### config.mk
export PLATFORM = sky130hd
export DESIGN_NAME = epoch_seconds_to_calendar_date_top
export DESIGN_NICKNAME = d
export VERILOG_FILES = /design/src/sv/es2cd_pkg.sv /design/src/sv/es2cd_ctrl.sv /design/src/sv/es2cd_dp.sv /design/src/sv/epoch_seconds_to_calendar_date_top.sv
export SDC_FILE = /design/constraint.sdc
export NUM_CORES = 1
export LEC_CHECK = 0
export BUFFER_PORTS_ARGS = -buffer_cell sky130_fd_sc_hd__buf_2
export CAP_MARGIN = 5
export CORE_ASPECT_RATIO = 1.2
export CORE_UTILIZATION = 47
export DETAILED_ROUTE_END_ITERATION = 10
export PLACE_DENSITY = 0.61
export SLEW_MARGIN = 20
export SYNTH_ARGS = -nofsm -noshare
export SYNTH_HDL_FRONTEND = slang
export SYNTH_SLANG_ARGS = --single-unit
### constraint.sdc
create_clock -name clock -period 15 [get_ports clock]
set_input_delay 3 -clock clock [delete_from_list [all_inputs] [get_ports clock]]
set_output_delay 3 -clock clock [all_outputs]
set_load 0.01 [all_outputs]
### src/sv/es2cd_pkg.sv
// Shared types, constants and calendar span functions for the epoch-to-date converter.
package es2cd_pkg;

   localparam logic [31:0] BASE_SECONDS   = 32'd23599380;
   localparam logic [11:0] FIRST_YEAR     = 12'd2006;
   localparam logic [3:0]  FIRST_MONTH    = 4'd1;
   localparam logic [3:0]  LAST_MONTH     = 4'd12;
   localparam logic [31:0] LEAP_YEAR_SECS = 32'd31622400;
   localparam logic [31:0] YEAR_SECS      = 32'd31536000;
   localparam logic [31:0] MONTH31_SECS   = 32'd2678400;
   localparam logic [31:0] FEB29_SECS     = 32'd2505600;
   localparam logic [31:0] FEB28_SECS     = 32'd2419200;
   localparam logic [31:0] MONTH30_SECS   = 32'd2592000;
   localparam logic [31:0] DAY_SECS       = 32'd86400;
   localparam logic [31:0] HOUR_SECS      = 32'd3600;
   localparam logic [31:0] MIN_SECS       = 32'd60;

   // Division units, taken day, then hour, then minute
   localparam logic [1:0] UNIT_DAY  = 2'd0;
   localparam logic [1:0] UNIT_HOUR = 2'd1;
   localparam logic [1:0] UNIT_MIN  = 2'd2;

   // Reciprocals for the pre-shifted remainder:
   // day (rem >> 7) / 675, hour (rem >> 4) / 225, minute (rem >> 2) / 15
   localparam logic [15:0] DAY_RECIP  = 16'd24856;
   localparam logic [4:0]  DAY_SHIFT  = 5'd24;
   localparam logic [15:0] HOUR_RECIP = 16'd4661;
   localparam logic [4:0]  HOUR_SHIFT = 5'd20;
   localparam logic [15:0] MIN_RECIP  = 16'd1093;
   localparam logic [4:0]  MIN_SHIFT  = 5'd14;

   typedef struct packed {
      logic       load;
      logic       year_step;
      logic       month_step;
      logic       div_step;
      logic       div_fix;
      logic [1:0] unit;
      logic       publish;
   } cmd_type;

   typedef struct packed {
      logic ge;
      logic month_last;
      logic invalid;
   } status_type;

   function automatic logic [31:0] month_span(input logic [3:0] month, input logic leap);
      logic [31:0] span;
      case (month) inside
         4'd1, 4'd3, 4'd5, 4'd7, 4'd8, 4'd10, 4'd12: span = MONTH31_SECS;
         4'd2:    span = leap ? FEB29_SECS : FEB28_SECS;
         default: span = MONTH30_SECS;
      endcase
      return span;
   endfunction

   function automatic logic [31:0] unit_span(input logic [1:0] unit);
      logic [31:0] base;
      case (unit)
         UNIT_DAY:  base = DAY_SECS;
         UNIT_HOUR: base = HOUR_SECS;
         default:   base = MIN_SECS;
      endcase
      return base;
   endfunction

endpackage

### src/sv/es2cd_ctrl.sv
// Sequencing state machine: load, year loop, month loop, constant division, result hand-off.
module es2cd_ctrl (
   input  logic                  clock,
   input  logic                  reset,
   input  logic                  req_valid,
   output logic                  req_ready,
   output logic                  rsp_valid,
   input  logic                  rsp_ready,
   input  es2cd_pkg::status_type status,
   output es2cd_pkg::cmd_type    cmd
);

   localparam logic [2:0] S_IDLE  = 3'd0;
   localparam logic [2:0] S_YEAR  = 3'd1;
   localparam logic [2:0] S_MONTH = 3'd2;
   localparam logic [2:0] S_DIV   = 3'd3;
   localparam logic [2:0] S_DONE  = 3'd4;
   localparam logic [2:0] S_FIX   = 3'd5;

   logic [2:0] state_ff, state_in;
   logic [1:0] unit_ff, unit_in;
   logic       rsp_valid_ff, rsp_valid_in;

   always_comb begin
      state_in        = state_ff;
      unit_in         = unit_ff;
      cmd             = '0;
      cmd.unit        = unit_ff;
      case (state_ff)
         S_IDLE: begin
            if (req_valid) begin
               cmd.load = 1'b1;
               state_in = S_YEAR;
            end
         end
         S_YEAR: begin
            if (status.invalid) begin
               state_in = S_DONE;
            end else begin
               cmd.year_step = 1'b1;
               if (!status.ge) begin
                  state_in = S_MONTH;
               end
            end
         end
         S_MONTH: begin
            if (status.month_last) begin
               state_in = S_DIV;
               unit_in  = es2cd_pkg::UNIT_DAY;
            end else begin
               cmd.month_step = 1'b1;
               if (!status.ge) begin
                  state_in = S_DIV;
                  unit_in  = es2cd_pkg::UNIT_DAY;
               end
            end
         end
         S_DIV: begin
            // quotient into its counter
            cmd.div_step = 1'b1;
            state_in     = S_FIX;
         end
         S_FIX: begin
            // remainder less quotient times unit
            cmd.div_fix = 1'b1;
            case (unit_ff)
               es2cd_pkg::UNIT_DAY: begin
                  unit_in  = es2cd_pkg::UNIT_HOUR;
                  state_in = S_DIV;
               end
               es2cd_pkg::UNIT_HOUR: begin
                  unit_in  = es2cd_pkg::UNIT_MIN;
                  state_in = S_DIV;
               end
               default: begin
                  state_in = S_DONE;
               end
            endcase
         end
         S_DONE: begin
            // output register free, or emptied by this transfer
            if (!rsp_valid_ff || rsp_ready) begin
               cmd.publish = 1'b1;
               state_in    = S_IDLE;
            end
         end
         default: begin
            state_in = S_IDLE;
         end
      endcase
   end

   assign rsp_valid_in = cmd.publish | (rsp_valid_ff & ~rsp_ready);
   assign req_ready    = (state_ff == S_IDLE);
   assign rsp_valid    = rsp_valid_ff;

   always_ff @(posedge clock) begin
      if (reset) begin
         state_ff     <= S_IDLE;
         unit_ff      <= es2cd_pkg::UNIT_DAY;
         rsp_valid_ff <= 1'b0;
      end else begin
         state_ff     <= state_in;
         unit_ff      <= unit_in;
         rsp_valid_ff <= rsp_valid_in;
      end
   end

endmodule

### src/sv/es2cd_dp.sv
// Datapath: remainder register, shared subtract-compare unit, date counters and result register.
module es2cd_dp (
   input  logic                  clock,
   input  logic [31:0]           req_timestamp,
   input  es2cd_pkg::cmd_type    cmd,
   output es2cd_pkg::status_type status,
   output logic                  rsp_status,
   output logic [11:0]           rsp_year,
   output logic [3:0]            rsp_month,
   output logic [4:0]            rsp_day,
   output logic [4:0]            rsp_hour,
   output logic [5:0]            rsp_minute,
   output logic [5:0]            rsp_second
);

   logic [31:0] rem_ff, rem_in;
   logic        invalid_ff, invalid_in;
   logic [11:0] year_ff, year_in;
   logic [3:0]  month_ff, month_in;
   logic [4:0]  dayq_ff, dayq_in;
   logic [4:0]  hour_ff, hour_in;
   logic [5:0]  min_ff, min_in;
   logic [31:0] span;
   logic [32:0] diff;
   logic [32:0] base_diff;
   logic        ge;

   logic [15:0] mul_a;
   logic [15:0] mul_b;
   logic [4:0]  recip_shift;
   logic [31:0] mul_p;
   logic [5:0]  quot;
   logic [5:0]  quot_held;
   logic [31:0] quot_secs;

   logic        rsp_status_ff;
   logic [11:0] rsp_year_ff;
   logic [3:0]  rsp_month_ff;
   logic [4:0]  rsp_day_ff;
   logic [4:0]  rsp_hour_ff;
   logic [5:0]  rsp_minute_ff;
   logic [5:0]  rsp_second_ff;

   // quotient by reciprocal multiplication; remainder below 31 days, 1 day, 1 hour
   always_comb begin
      case (cmd.unit)
         es2cd_pkg::UNIT_DAY: begin
            mul_a       = {1'b0, rem_ff[21:7]};
            mul_b       = es2cd_pkg::DAY_RECIP;
            recip_shift = es2cd_pkg::DAY_SHIFT;
         end
         es2cd_pkg::UNIT_HOUR: begin
            mul_a       = {3'b000, rem_ff[16:4]};
            mul_b       = es2cd_pkg::HOUR_RECIP;
            recip_shift = es2cd_pkg::HOUR_SHIFT;
         end
         default: begin
            mul_a       = {6'b000000, rem_ff[11:2]};
            mul_b       = es2cd_pkg::MIN_RECIP;
            recip_shift = es2cd_pkg::MIN_SHIFT;
         end
      endcase
   end

   assign mul_p = {16'd0, mul_a} * {16'd0, mul_b};
   assign quot  = 6'(mul_p >> recip_shift);

   always_comb begin
      case (cmd.unit)
         es2cd_pkg::UNIT_DAY:  quot_held = {1'b0, dayq_ff};
         es2cd_pkg::UNIT_HOUR: quot_held = {1'b0, hour_ff};
         default:              quot_held = min_ff;
      endcase
   end

   assign quot_secs = {26'd0, quot_held} * es2cd_pkg::unit_span(cmd.unit);

   always_comb begin
      if (cmd.year_step) begin
         span = (year_ff[1:0] == 2'b00) ? es2cd_pkg::LEAP_YEAR_SECS : es2cd_pkg::YEAR_SECS;
      end else if (cmd.month_step) begin
         span = es2cd_pkg::month_span(month_ff, year_ff[1:0] == 2'b00);
      end else begin
         span = quot_secs;
      end
   end

   assign diff      = {1'b0, rem_ff} - {1'b0, span};
   assign ge        = ~diff[32];
   assign base_diff = {1'b0, req_timestamp} - {1'b0, es2cd_pkg::BASE_SECONDS};

   assign status.ge         = ge;
   assign status.month_last = (month_ff == es2cd_pkg::LAST_MONTH);
   assign status.invalid    = invalid_ff;

   always_comb begin
      rem_in     = rem_ff;
      invalid_in = invalid_ff;
      year_in    = year_ff;
      month_in   = month_ff;
      dayq_in    = dayq_ff;
      hour_in    = hour_ff;
      min_in     = min_ff;
      if (cmd.load) begin
         rem_in     = base_diff[31:0];
         invalid_in = base_diff[32];
         year_in    = es2cd_pkg::FIRST_YEAR;
         month_in   = es2cd_pkg::FIRST_MONTH;
         dayq_in    = '0;
         hour_in    = '0;
         min_in     = '0;
      end else if (cmd.div_step) begin
         case (cmd.unit)
            es2cd_pkg::UNIT_DAY:  dayq_in = quot[4:0];
            es2cd_pkg::UNIT_HOUR: hour_in = quot[4:0];
            default:              min_in  = quot;
         endcase
      end else if (ge && (cmd.year_step || cmd.month_step || cmd.div_fix)) begin
         rem_in = diff[31:0];
         if (cmd.year_step) begin
            year_in = year_ff + 12'd1;
         end else if (cmd.month_step) begin
            month_in = month_ff + 4'd1;
         end
      end
   end

   always_ff @(posedge clock) begin
      rem_ff     <= rem_in;
      invalid_ff <= invalid_in;
      year_ff    <= year_in;
      month_ff   <= month_in;
      dayq_ff    <= dayq_in;
      hour_ff    <= hour_in;
      min_ff     <= min_in;
      if (cmd.publish) begin
         rsp_status_ff <= invalid_ff;
         if (invalid_ff) begin
            rsp_year_ff   <= '0;
            rsp_month_ff  <= '0;
            rsp_day_ff    <= '0;
            rsp_hour_ff   <= '0;
            rsp_minute_ff <= '0;
            rsp_second_ff <= '0;
         end else begin
            rsp_year_ff   <= year_ff;
            rsp_month_ff  <= month_ff;
            rsp_day_ff    <= dayq_ff + 5'd1;
            rsp_hour_ff   <= hour_ff;
            rsp_minute_ff <= min_ff;
            rsp_second_ff <= rem_ff[5:0];
         end
      end
   end

   assign rsp_status = rsp_status_ff;
   assign rsp_year   = rsp_year_ff;
   assign rsp_month  = rsp_month_ff;
   assign rsp_day    = rsp_day_ff;
   assign rsp_hour   = rsp_hour_ff;
   assign rsp_minute = rsp_minute_ff;
   assign rsp_second = rsp_second_ff;

endmodule

### src/sv/epoch_seconds_to_calendar_date_top.sv
// Sequence: load, year steps, month steps, then quotient and fix steps for day, hour and
// minute, then hand-off; a timestamp below base goes from the year state straight to hand-off.
// Throughput: one item at a time; set by the year loop through the single subtract unit.
// The result register lets the next item be taken while a result still waits.
// Reset (synchronous, active high) clears the sequencer and result valid; ready is high after.
module epoch_seconds_to_calendar_date_top (
   input  logic        clock,
   input  logic        reset,
   input  logic        req_valid,
   output logic        req_ready,
   input  logic [31:0] req_timestamp,
   output logic        rsp_valid,
   input  logic        rsp_ready,
   output logic        rsp_status,
   output logic [11:0] rsp_year,
   output logic [3:0]  rsp_month,
   output logic [4:0]  rsp_day,
   output logic [4:0]  rsp_hour,
   output logic [5:0]  rsp_minute,
   output logic [5:0]  rsp_second
);

   es2cd_pkg::cmd_type    cmd;
   es2cd_pkg::status_type status;

   es2cd_ctrl u_ctrl (
      .clock     (clock),
      .reset     (reset),
      .req_valid (req_valid),
      .req_ready (req_ready),
      .rsp_valid (rsp_valid),
      .rsp_ready (rsp_ready),
      .status    (status),
      .cmd       (cmd)
   );

   es2cd_dp u_dp (
      .clock         (clock),
      .req_timestamp (req_timestamp),
      .cmd           (cmd),
      .status        (status),
      .rsp_status    (rsp_status),
      .rsp_year      (rsp_year),
      .rsp_month     (rsp_month),
      .rsp_day       (rsp_day),
      .rsp_hour      (rsp_hour),
      .rsp_minute    (rsp_minute),
      .rsp_second    (rsp_second)
   );

endmodule

# After elaboration in Yosys (flattened, before gate mapping)
# Index checks and enable logic that the tools add are counted.
# word_totals
ff_bits	110
latch_bits	0
ram_bits	0
mem_bits_ro	0
inputBits	36
output_inout_bits	41
word_cells	108
mem_count	0
# classes
n_addsub	5
mul	2
div	0
order_cmp	0
n_eq_ne	20
n_shift	1
n_mux	36
bitwise	7
reduce_logical	20
# op_table
cell	count
$mux 32	7
$pmux 15 s2	2
$mux 18	2
$pmux 17 s2	1
$sub 32x25->33 const B	1
$sub 32x32->33	1
$shr 32x5->6	1
$mul 15x15->30	1
$mul 6x17->23	1
$mux 3	7
$pmux 3 s6	1
$add 12x1->12 const B	1
$eq 4x4->1 const B	3
$pmux 6 s2	1
$mux 1	10
$pmux 5 s2	1
$eq 4x2->1 const B	2
$eq 4x3->1 const B	2
$pmux 2 s2	2
$reduce_and 2->1	4
$reduce_and 4->1	2
$reduce_or 7->1	1
$eq 3x2->1 const B	2
$eq 3x3->1 const B	2
21 further kinds	33

# Longest topological paths before layout
# Gate-level depths: netlist (run 1).
# logic_depth
depth_word	12
depth_mapped	34
depth_no_buf	29

# Cells and area by module
# A second synthesis (run 1) with hierarchy kept.
# unflattened
cells_unflattened	1587
hier_area_um2	14580.2
# modules_own_cells
module	instances	cells_each	area_each_um2	seq_area_each_um2
es2cd_dp	1	1540	14168.6	2802.7
es2cd_ctrl	1	47	411.6	120.1

# Least setup slack after synthesis (run 1)
# Ideal clock, no wire load.
# synth_path
path_kind	register to register
from	reg u_ctrl.unit_ff[0]
to	reg u_dp.rem_ff[10] (enable)
setup_ns	0.386
arrival_ns	6.835
required_time_ns	14.614
setup_slack_ns	7.779
stages_incl_launch_ff	32
n_path_buf	5
synth_period_minus_slack_ns	7.221
cell_sequence	dfxtp_1 -> clkbuf_1 -> nor2b_1 -> clkbuf_1 -> buf_1 -> nand2_1 -> inv_1 -> nor2_1 -> fa_1 -> fa_1 -> fa_1 -> inv_1 -> ha_1 -> a21oi_1 -> o21bai_1 -> a21o_1 -> a21oi_1 -> o211ai_1 -> a41oi_1 -> xnor2_1 -> a21oi_1 -> ha_1 -> clkbuf_1 -> a21oi_1 -> o21ai_0 -> a21o_1 -> a21oi_1 -> o21ai_0 -> a32oi_4 -> buf_2 -> nand2_1 -> a21o_1
# synth_between
elab_chain_len	10
elab_cells_between_ends	12
classes_between	add/sub: 1; mul: 1; eq/ne: 1; mux: 4; bitwise: 1; reduce/logical: 4
# synth_rtl
element	line_no	text
start: declaration	es2cd_ctrl.sv:21	logic [1:0] unit_ff, unit_in;
start signal: assignment	es2cd_ctrl.sv:100	unit_ff <= es2cd_pkg::UNIT_DAY;
start signal: assignment	es2cd_ctrl.sv:104	unit_ff <= unit_in;
$eq 2x1->1 / $logic_not 2->1 (equally long branches)	es2cd_pkg.sv:60, es2cd_dp.sv:69	
$pmux 6 s2 / $pmux 17 s2 (equally long branches)	es2cd_dp.sv:69, es2cd_pkg.sv:60	
$mul 6x17->23 (*)	es2cd_dp.sv:76	assign quot_secs = {26'd0, quot_held} * es2cd_pkg::unit_span(cmd.unit);
$mux 32 (*)	es2cd_dp.sv:81	end else if (cmd.month_step) begin
$mux 32 (*)	es2cd_dp.sv:79	if (cmd.year_step) begin
$sub 32x32->33 (*)	es2cd_dp.sv:88	assign diff = {1'b0, rem_ff} - {1'b0, span};
$not 1->1 (*)	es2cd_dp.sv:89	assign ge = ~diff[32];
$logic_and 1x1->1 (*)	es2cd_dp.sv:118	end else if (ge && (cmd.year_step || cmd.month_step || cmd.div_fix)) begin
$reduce_bool 2->1 (no source line) (*)	--	
$reduce_and 2->1 (no source line) (*)	--	
end signal: assignment	es2cd_dp.sv:129	rem_ff <= rem_in;
end: declaration	es2cd_dp.sv:16	logic [31:0] rem_ff, rem_in;
# Every way passes the cells marked *; elsewhere a longest branch is shown, timed or not.
# A chain may end at the register's enable or synchronous reset.

# Final worst setup path (run 1)
# layout_path
from	reg u_ctrl.unit_ff[1]
to	reg u_dp.rem_ff[2] (enable)
# Same word-level chain as after synthesis.

==> results of run 1 <==
cell usage after synthesis (all sizes together), types with 3 or more instances:
| cell type | number | area [sq um] |
|---|---|---|
| or2 | 9 | 56.3 |
| edfxtp | 72 | 2160 |
| and3 | 10 | 62.6 |
| and2 | 31 | 194 |
| nand4 | 4 | 25.0 |
| xor2 | 38 | 333 |
| nand2b | 18 | 113 |
| fa | 157 | 3140 |
| or3 | 20 | 125 |
| dfxtp | 38 | 761 |
| nand3b | 3 | 22.5 |
| nor2b | 45 | 282 |
| a31o | 5 | 43.8 |
| nor4 | 5 | 31.3 |
| inv | 291 | 1090 |
| buf | 3 | 12.5 |
| o21a | 10 | 75.1 |
| o31ai | 7 | 52.6 |
| xnor2 | 37 | 324 |
| o21bai | 4 | 30.0 |
| o21ai | 69 | 345 |
| mux2i | 16 | 160 |
| a21o | 25 | 188 |
| nor3 | 12 | 60.1 |
| a31oi | 7 | 43.8 |
| ha | 200 | 2500 |
| o211ai | 6 | 45.0 |
| clkbuf | 28 | 105 |
| o31a | 3 | 26.3 |
| nor2 | 104 | 390 |
| a211oi | 12 | 90.1 |
| a21oi | 71 | 359 |
| nand3 | 27 | 135 |
| nand2 | 91 | 342 |
cell type report:
| class | count | area [sq um] |
|---|---|---|
| repair buffers | 85 | 468 |
| multi-input cells | 1104 | 10000 |
| clock inverters | 7 | 83.8 |
| inverters | 292 | 1100 |
| clock buffers | 9 | 225 |
| well taps | 390 | 488 |
| flip-flops and latches | 110 | 2920 |
| fillers | 2794 | 14200 |
placed cells by master, fill, tap and decap left out, types with 9 or more instances in the layout:
cell       count
dfxtp_1       38
conb_1        26
o21ai_0       69
nor2_1       104
a21o_1        25
a211oi_1      12
ha_1         200
nor3_1        12
mux2i_1       16
clkbuf_16      9
and3_1        10
edfxtp_1      72
o21a_1        10
xnor2_1       37
inv_1        291
and2_1        31
xor2_1        38
or3_1         20
nor2b_1       44
fa_1         157
buf_2         76
nand3_1       27
nand2_1       91
or2_2          9
a21oi_1       70
nand2b_1      18
registers in the layout, summed over array words and instances (netlist names), 6 cells and up:
register and count:
u_dp.rem_ff 32, u_dp.rsp_year 12, u_dp.year_ff 12, u_dp.min_ff 6
u_dp.rsp_minute 6, u_dp.rsp_second 6
kinds of logic after synthesis:
family	after synthesis	share of synthesized area [%]
DFF	110	20.8
buffers and inverters	323	8.63
xor gates and xnor gates	75	4.67
muxes	17	1.22
adders and majority gates	357	40.2
other	2	0.0534
and+or+nand+nor	388	13.6
AOI/OAI and AO/OA	241	10.9
layer usage:
metal	global-route usage, %	wire length, um	vias to the layer above
met1	30.3	14800	5037
met3	2.21	1240	37
li1	-	-	5095
met5	0	0	-
met4	5.68	690	0
met2	41.9	17100	208
worst max path at each step:
stage               cells past startpoint         endpoint
finish                                 27   u_dp.rem_ff[2]
global route                           27   u_dp.rem_ff[6]
CTS                                    27   u_dp.rem_ff[2]
detailed placement                     27   u_dp.rem_ff[2]
global placement                       27   u_dp.rem_ff[2]
floorplan                              31  u_dp.rem_ff[10]
stage by stage:
step	utilization (%)	setup WS [ns]	hold WS, ns	area, sq um
6_report	51.9	7.05	0.487	15300
5_1_grt	51.9	6.54	0.511	15300
4_1_cts	51.8	7.10	0.488	15300
3_5_place_dp	50.7	7.15	0.470	15000
3_3_place_gp	50.7	7.24	0.463	15000
2_1_floorplan	-	7.78	0.446	14100
worst register-to-register path, stage by stage (launching register included):
cell and delay [ns]:
dfxtp_1 0.95, nor2b_1 0.36, nand2_1 0.24, inv_1 0.13, nor2_1 0.13, fa_1 0.46, fa_1 0.53, fa_1 0.55
inv_1 0.04, ha_1 0.33, a21oi_1 0.16, o21bai_1 0.10, a21o_1 0.20, a21oi_1 0.16, o211ai_1 0.23, a211oi_1 0.33
xnor2_1 0.16, o211ai_1 0.10, ha_1 0.43, a21oi_1 0.21, o21ai_0 0.11, a21o_1 0.19, a21oi_1 0.14, o21ai_0 0.15
a32oi_4 0.50, nand2_1 0.27, a21o_1 0.21, buf_4 0.26
==> flow_summary.yaml, run 1 <==
grt:
  overflow: 0
  grt_pass1_vias: 10618
  antenna_found_initial: 0
  grt_pass1_wl_um: 55500
  grt_max_degree: 46
  grt_use_total_pct: 23.4
setup_path:
  cp.required_ns: 15.08
  crit_family: "compound AO/OA/AOI/OAI gates"
  crit_path_start: "u_ctrl.unit_ff[1]"
  cp_num_buf_inv: 3
  crit_path_end_kind: "register"
  slowest_stage: "dfxtp_1"
  crit_type: "register to register"
  critPathLaunchType: "register"
  reg2reg_to: "u_dp.rem_ff[2]"
  cp_common_cell: "a21oi_1"
  worstPathMaxFanout: 30
  reg2reg_from: "u_ctrl.unit_ff[1]"
  ff2ff_setup_slack_ns: 7.05
  slowest_delay_ns: 0.95
  worstPathArrival_ns: 8.03
  reg2reg_depth: 27
min_path:
  hold_path_class: "register to register"
  hold_path_depth: 2
  hp-start: "u_dp.min_ff[4]"
  hold_end: "u_dp.min_ff[4]"
timing:
  tns_ns: 0
  fin_skew_ns: 0.0111
  slew_headroom_pct: 33.1
  setup_viol: 0
  worst_slew_pin_slew_ns: 0.993
  fin_crit_sh_pct: 53.0
  fin_crit_ns: 7.95
  slew_violations: 0
  max_clock_freq_ghz: 0.126
  rsz0062_at_grt: "no"
  hold_viol: 0
final_layout:
  drive_gt1_share_pct: 7.84
  layout.nets: 1995
  diodes: 0
  syn_to_final_growth_pct: 8.90
  fin_cells: 1997
routing:
  wl_um: 33800
  ant_nets: 0
  drcViolationCount: 0
  routedWlPerCell_um: 16.9
  first_iter_violations: 585
  num_vias: 10377
  firstDrtPassIters: 5
  vias_per_cell: 5.20
die:
  ios: 77
  start_util_pct: 47.6
  core_area_sq_um: 29500
  fp.dieH_um: 191
  rows: 69
  die_width_um: 160
  dieArea_sq_um: 30600
placement:
  place_inst: 1980
  hpwlAfterDp_um: 28800
  gp_congestion: 0.880
  portBuffers: 76
clocking:
  clk_pin_slew_ns: 0.08
  cts_resized: 0
  cts_buffers: 9
  postCtsHoldBufs: 0
  clockRootBuffer: "clkbuf_16"
  cts_tree: "yes"
  post-cts-setup-buffer-count: 0
  cts.sinks: 110
  clockBufferDepth: 2
  clk_latency_ns: 0.37
  htree_num_levels: 3
synthesis:
  yosys_warnings: 0
  synth-edff-count: 72
  synth_seq_cells: 110
  synth_ff_type: "edfxtp_1"
  ys_async_sr_fraction_pct: 0
  syn_area_sq_um: 14100
  netlist_instances: 1513
  ys_seq_area_share_pct: 20.8
  syn_avg_cell_area_sq_um: 9.29
  synth_cell_types: 64
job:
  cap_violations: 0
outcome:
  status: "completed"
Power of run 1 is left out: the tool's default activity adds up to more than one toggle a clock period on the data nets, which glitch-free logic cannot reach.
==> run 2, diff against run 1 <==
--- a/config.mk
+++ b/config.mk
@@ -5,6 +5,7 @@
 export SDC_FILE = /design/constraint.sdc
 export NUM_CORES = 1
 export LEC_CHECK = 0
+export ABC_AREA = 1
 export BUFFER_PORTS_ARGS = -buffer_cell sky130_fd_sc_hd__buf_2
 export CAP_MARGIN = 5
 export CORE_ASPECT_RATIO = 1.2
==> constraint.sdc (replaced) <==
create_clock -name clock -period 8.19 [get_ports clock]
set_input_delay 1.638 -clock clock [delete_from_list [all_inputs] [get_ports clock]]
set_output_delay 1.638 -clock clock [all_outputs]
set_load 0.01 [all_outputs]
==> run 2 against run 1 <==
Die area grew 17%. Final cell count increased by 43%. Clock-buffer cell count rose by 1. Setup slack got worse by 6.0 ns. Maximum frequency grew 11%. Synthesized cell count is 52% higher. First-iteration DRC count rose by 48%.
==> flow_summary.yaml, run 2 <==
setup_path:
  cp_common_cell: "nand2_1"
  crit_type: "register to register"
  cp.required_ns: 8.22
  slowest_stage: "dfxtp_1"
  worstPathMaxFanout: 30
  worstPathArrival_ns: 7.17
  slowest_delay_ns: 0.62
  reg2reg_from: "u_ctrl.unit_ff[1]"
  critPathLaunchType: "register"
  crit_path_start: "u_ctrl.unit_ff[1]"
  crit_path_end_kind: "register"
routing:
  firstDrtPassIters: 6
  num_vias: 14580
  vias_per_cell: 5.12
  first_iter_violations: 864
  wl_um: 49300
  ant_nets: 0
  routedWlPerCell_um: 17.3
  drcViolationCount: 0
clocking:
  postCtsHoldBufs: 0
  htree_num_levels: 3
  cts_buffers: 9
  cts.sinks: 110
  cts_resized: 0
  clk_latency_ns: 0.38
  clk_pin_slew_ns: 0.09
  clockBufferDepth: 2
  clockRootBuffer: "clkbuf_16"
  cts_tree: "yes"
  post-cts-setup-buffer-count: 0
die:
  start_util_pct: 48.1
  dieArea_sq_um: 35800
  die_width_um: 173
  core_area_sq_um: 34300
  ios: 77
  rows: 74
  fp.dieH_um: 207
final_layout:
  largest_reg_flops: 32
  layout.nets: 2782
  diodes: 0
  final_common_cell: "inv_1"
  syn_to_final_growth_pct: 7.94
  final_cell_mix: "inv_1, nand2_1, nor2_1"
  drive_gt1_share_pct: 6.56
  top_register: "u_dp.rem_ff"
grt:
  grt_max_degree: 69
  overflow: 0
  antenna_found_initial: 0
  grt_pass1_wl_um: 79400
  grt_use_total_pct: 28.5
  grt_pass1_vias: 14972
timing:
  hold_ws_ns: 0.471
  worst_slew_pin_slew_ns: 0.792
  rsz0062_at_grt: "no"
  max_clock_freq_ghz: 0.140
  hold_viol: 0
  fin_skew_ns: 0.0138
  fin_crit_ns: 7.14
  tns_ns: 0
  slew_violations: 0
  setup_viol: 0
  slew_headroom_pct: 47.2
  fin_crit_sh_pct: 87.2
placement:
  hpwlAfterDp_um: 42800
  portBuffers: 76
  gp_congestion: 0.990
synthesis:
  netlist_instances: 2297
  synth_seq_cells: 110
  synth_top_area_cell: "fa_1"
  yosys_warnings: 0
  synth-edff-count: 72
  yosysMostFrequentCell: "inv_1"
  synthTopCellsByCount: "inv_1, nand2_1, nor2_1, ha_1, fa_1"
  synth_cell_types: 50
  ys_seq_area_share_pct: 17.7
  ys_async_sr_fraction_pct: 0
  ys_top_cells_by_area: "fa_1, ha_1, edfxtp_1"
  syn_area_sq_um: 16500
  synth_ff_type: "edfxtp_1"
  syn_avg_cell_area_sq_um: 7.17
  synth_top_area_share_pct: 19.1
job:
  cap_violations: 0
min_path:
  hold_path_class: "register to register"
  hp-start: "u_dp.year_ff[10]"
outcome:
  status: "completed"
## run 2: cell types whose count changed after synthesis, moves of 18 or more
cell	change
or3_1	-20
nor2_1	+138
nand4_1	+21
a21oi_1	+37
inv_1	+272
xnor2_1	-32
nor2b_1	-45
nand2b_1	-18
nand3_1	+118
and2_1	-27
xor2_1	-30
a21o_1	-20
nand2_1	+383
## run 2: per-stage QoR
step	util [%]	cell area [sq um]	setup slack, ns	cells
after floorplan	-	16600	1.53	2321
after global placement	51.0	17500	1.29	2834
after detailed placement	51.0	17500	1.11	2834
after CTS	51.9	17800	1.10	2850
after global routing	51.9	17800	0.413	2850
final	51.9	17800	1.05	2850
## run 2: metal layers
layer	vias to the layer above	track usage [%]	wire (um)	part of all wire [%]
met5	-	0	0	0
met4	0	15.9	3040	6.2
met3	133	2.59	1570	3.2
met2	340	52.6	25500	52
met1	6822	32.0	19200	39
li1	7285	-	-	-
## run 2: logic make-up after synthesis
family	count (synthesis)	synth area share, %
and+or+nand+nor	962	24.7
buffers and inverters	600	13.8
adders and majority gates	357	34.3
AOI/OAI and AO/OA	253	8.72
DFF	110	17.7
xor gates and xnor gates	13	0.691
other	2	0.0456
## run 2: critical path, delay by kind of cell (launching register included)
family          cells  cell delay (ns)
compound gates      6             1.13
fa+ha+maj           5             2.26
buf+inv             6             1.12
flops               1             0.62
simple gates       14             1.61
## run 2: path summary, 6_finish.rpt
check / to / slack, ns / cells after the start
setup / recovery: u_dp.rem_ff[29] / 1.05 / 31
hold / removal: u_dp.year_ff[10] / 0.47 / 2
setup reg to reg: u_dp.rem_ff[29] / 1.05 / 31
hold reg to reg: u_dp.year_ff[10] / 0.47 / 2
## run 2: layout make-up
class / instances / area [sq um]
fill: 3493 / 16500
multi-input combinational: 1611 / 11400
clock buffer: 10 / 250
clock inverter: 6 / 67.6
sequential: 110 / 2920
timing repair buffer: 84 / 440
inverter: 573 / 2150
tap: 456 / 571
Power of run 2 is left out for the same reason.
==> run 3, diff against run 2 <==
--- a/config.mk
+++ b/config.mk
@@ -12,7 +12,9 @@
 export CORE_UTILIZATION = 47
 export DETAILED_ROUTE_END_ITERATION = 10
 export PLACE_DENSITY = 0.61
+export REMOVE_ABC_BUFFERS = 1
 export SLEW_MARGIN = 20
 export SYNTH_ARGS = -nofsm -noshare
 export SYNTH_HDL_FRONTEND = slang
+export SYNTH_HIERARCHICAL = 1
 export SYNTH_SLANG_ARGS = --single-unit
==> run 3 against run 2 <==
Setup slack worse by 0.27 ns. Final cell count fell by 4.3%. Flip-flop and latch count unchanged. Area after synthesis shrank 2.8%. Utilization about the same. Register-to-register slack worse by 0.27 ns. Global-route usage is 1.6 points lower. Maximum frequency shrank 3.6%. Final area is 2.7% lower. Via count is 5.1% lower. Clock-buffer cell count down 1. Critical path depth shrank 1.
==> flow_summary.yaml, run 3 <==
outcome:
  status: "completed"
placement:
  hpwlAfterDp_um: 37900
  portBuffers: 76
  gp_congestion: 0.980
  dp_slack_ns: 0.778
synthesis:
  ys_async_sr_fraction_pct: 0
  netlist_instances: 2185
  synth_cell_types: 49
  synth-xor-area-share_pct: 1.26
  synth_fa_ha_area_share_pct: 35.1
  synth_top_area_cell: "fa_1"
  synth_mux_area_share_pct: 0
  synth_top_area_share_pct: 19.5
  synth_seq_cells: 110
  synth-simple-area-share_pct: 22.2
  synth_ff_type: "edfxtp_1"
  ys_seq_area_share_pct: 18.3
  syn_avg_cell_area_sq_um: 7.33
  synthTopCellsByCount: "inv_1, nand2_1, nor2_1, ha_1, fa_1"
  ys_top_cells_by_area: "fa_1, ha_1, edfxtp_1"
  syn_area_sq_um: 16000
  yosysMostFrequentCell: "inv_1"
  synth-edff-count: 72
  yosys_warnings: 6
  synth_compound_area_share_pct: 9.70
  synth_top_family_by_area: "adder cells"
routing:
  routedWlPerCell_um: 16.3
  num_vias: 13839
  ant_nets: 0
  first_iter_violations: 668
  drcViolationCount: 0
  firstDrtPassIters: 5
  vias_per_cell: 5.07
  wl_um: 44500
timing:
  fin_crit_sh_pct: 90.5
  setup_viol: 0
  fin_crit_ns: 7.41
  slew_headroom_pct: 28.7
  slew_violations: 0
  layout_setup_ws_ns: 0.777
  worst_slew_pin_slew_ns: 1.06
  fin_skew_ns: 0.0135
  hold_ws_ns: 0.470
  max_clock_freq_ghz: 0.135
  tns_ns: 0
  rsz0062_at_grt: "no"
  hold_viol: 0
clocking:
  cts_resized: 0
  postCtsHoldBufs: 0
  clockBufferDepth: 2
  htree_num_levels: 3
  clk_pin_slew_ns: 0.09
  cts_tree: "yes"
  post-cts-setup-buffer-count: 0
  clk_latency_ns: 0.37
  cts_buffers: 9
  cts.sinks: 110
  clockRootBuffer: "clkbuf_16"
setup_path:
  cp.required_ns: 8.21
  critPathLaunchType: "register"
  cp_num_buf_inv: 6
  reg2reg_from: "u_ctrl/unit_ff[0]"
  endpoint: "u_dp/rem_ff[7]"
  reg2reg_depth: 30
  slowest_stage: "dfxtp_1"
  worstPathArrival_ns: 7.43
  crit_type: "register to register"
  reg2reg_to: "u_dp/rem_ff[7]"
  cp.depth: 30
  crit_path_start: "u_ctrl/unit_ff[0]"
  slowest_delay_ns: 0.60
  cp_common_cell: "nand2_1"
  crit_path_end_kind: "register"
  crit_family: "adder cells"
  worstPathMaxFanout: 30
  ff2ff_setup_slack_ns: 0.78
final_layout:
  syn_to_final_growth_pct: 8.11
  drive_gt1_share_pct: 6.28
  top_register: "u_dp/rem_ff"
  largest_reg_flops: 32
  final_cell_mix: "inv_1, nand2_1, nor2_1"
  layout.nets: 2665
  final_common_cell: "inv_1"
  diodes: 0
die:
  core_area_sq_um: 33300
  fp.dieH_um: 204
  start_util_pct: 48.0
  dieArea_sq_um: 34800
  ios: 77
  rows: 73
  die_width_um: 171
job:
  cap_violations: 0
min_path:
  hold_path_class: "register to register"
  hp-start: "u_dp/year_ff[10]"
  hold_path_depth: 2
grt:
  antenna_found_initial: 0
  grt_pass1_vias: 14016
  grt_pass1_wl_um: 72000
  overflow: 0
  grt_use_total_pct: 26.8
  grt_max_degree: 48
run 3: worst min-delay path by stage:
stage,endpoint,slack [ns]
3_3_place_gp,u_dp/year_ff[10],0.44
3_5_place_dp,u_dp/year_ff[10],0.45
5_1_grt,u_dp/year_ff[10],0.52
4_1_cts,u_dp/year_ff[10],0.47
2_1_floorplan,u_dp/year_ff[10],0.43
6_report,u_dp/year_ff[10],0.47
run 3: kinds of logic (layout without fill, tap and decap cells):
| kind of cell | Yosys count | after routing |
|---|---|---|
| flip-flops | 110 | 110 |
| other | 2 | 26 |
| buffers and inverters | 563 | 632 |
| XOR/XNOR | 23 | 23 |
| AO/OA/AOI/OAI | 283 | 283 |
| adder cells (fa/ha/maj) | 356 | 356 |
| AND/OR/NAND/NOR | 848 | 848 |
run 3: worst reg2reg max path, delay by kind of cell, from the launching register on:
family | cells | cell delay, ns
fa+ha+maj | 5 | 2.29
simple gates | 11 | 1.62
compound gates | 8 | 1.36
buf+inv | 6 | 1.18
flops | 1 | 0.60
run 3: area by class of cell:
type	count	area, sq um
Fill cell	3369	16000
Multi-Input combinational cell	1536	11100
Sequential cell	110	2920
Inverter	531	1990
Tap cell	450	563
Timing Repair Buffer	85	468
Clock buffer	9	225
Clock inverter	7	83.8
run 3: per-layer routing:
metal	track usage (%)	part of all wire, %
met1	33.2	42
met2	47.9	50
met5	0	0
met3	2.27	3.7
met4	10.6	4.1
run 3: per-stage QoR:
| step | utilization, % | std cells | area, sq um |
|---|---|---|---|
| floorplan | - | 2177 | 16000 |
| global route | 51.9 | 2728 | 17300 |
| global placement | 50.9 | 2711 | 17000 |
| finish | 51.9 | 2728 | 17300 |
| CTS | 51.8 | 2727 | 17300 |
| detailed placement | 50.9 | 2711 | 17000 |
Power of run 3 is left out for the same reason.
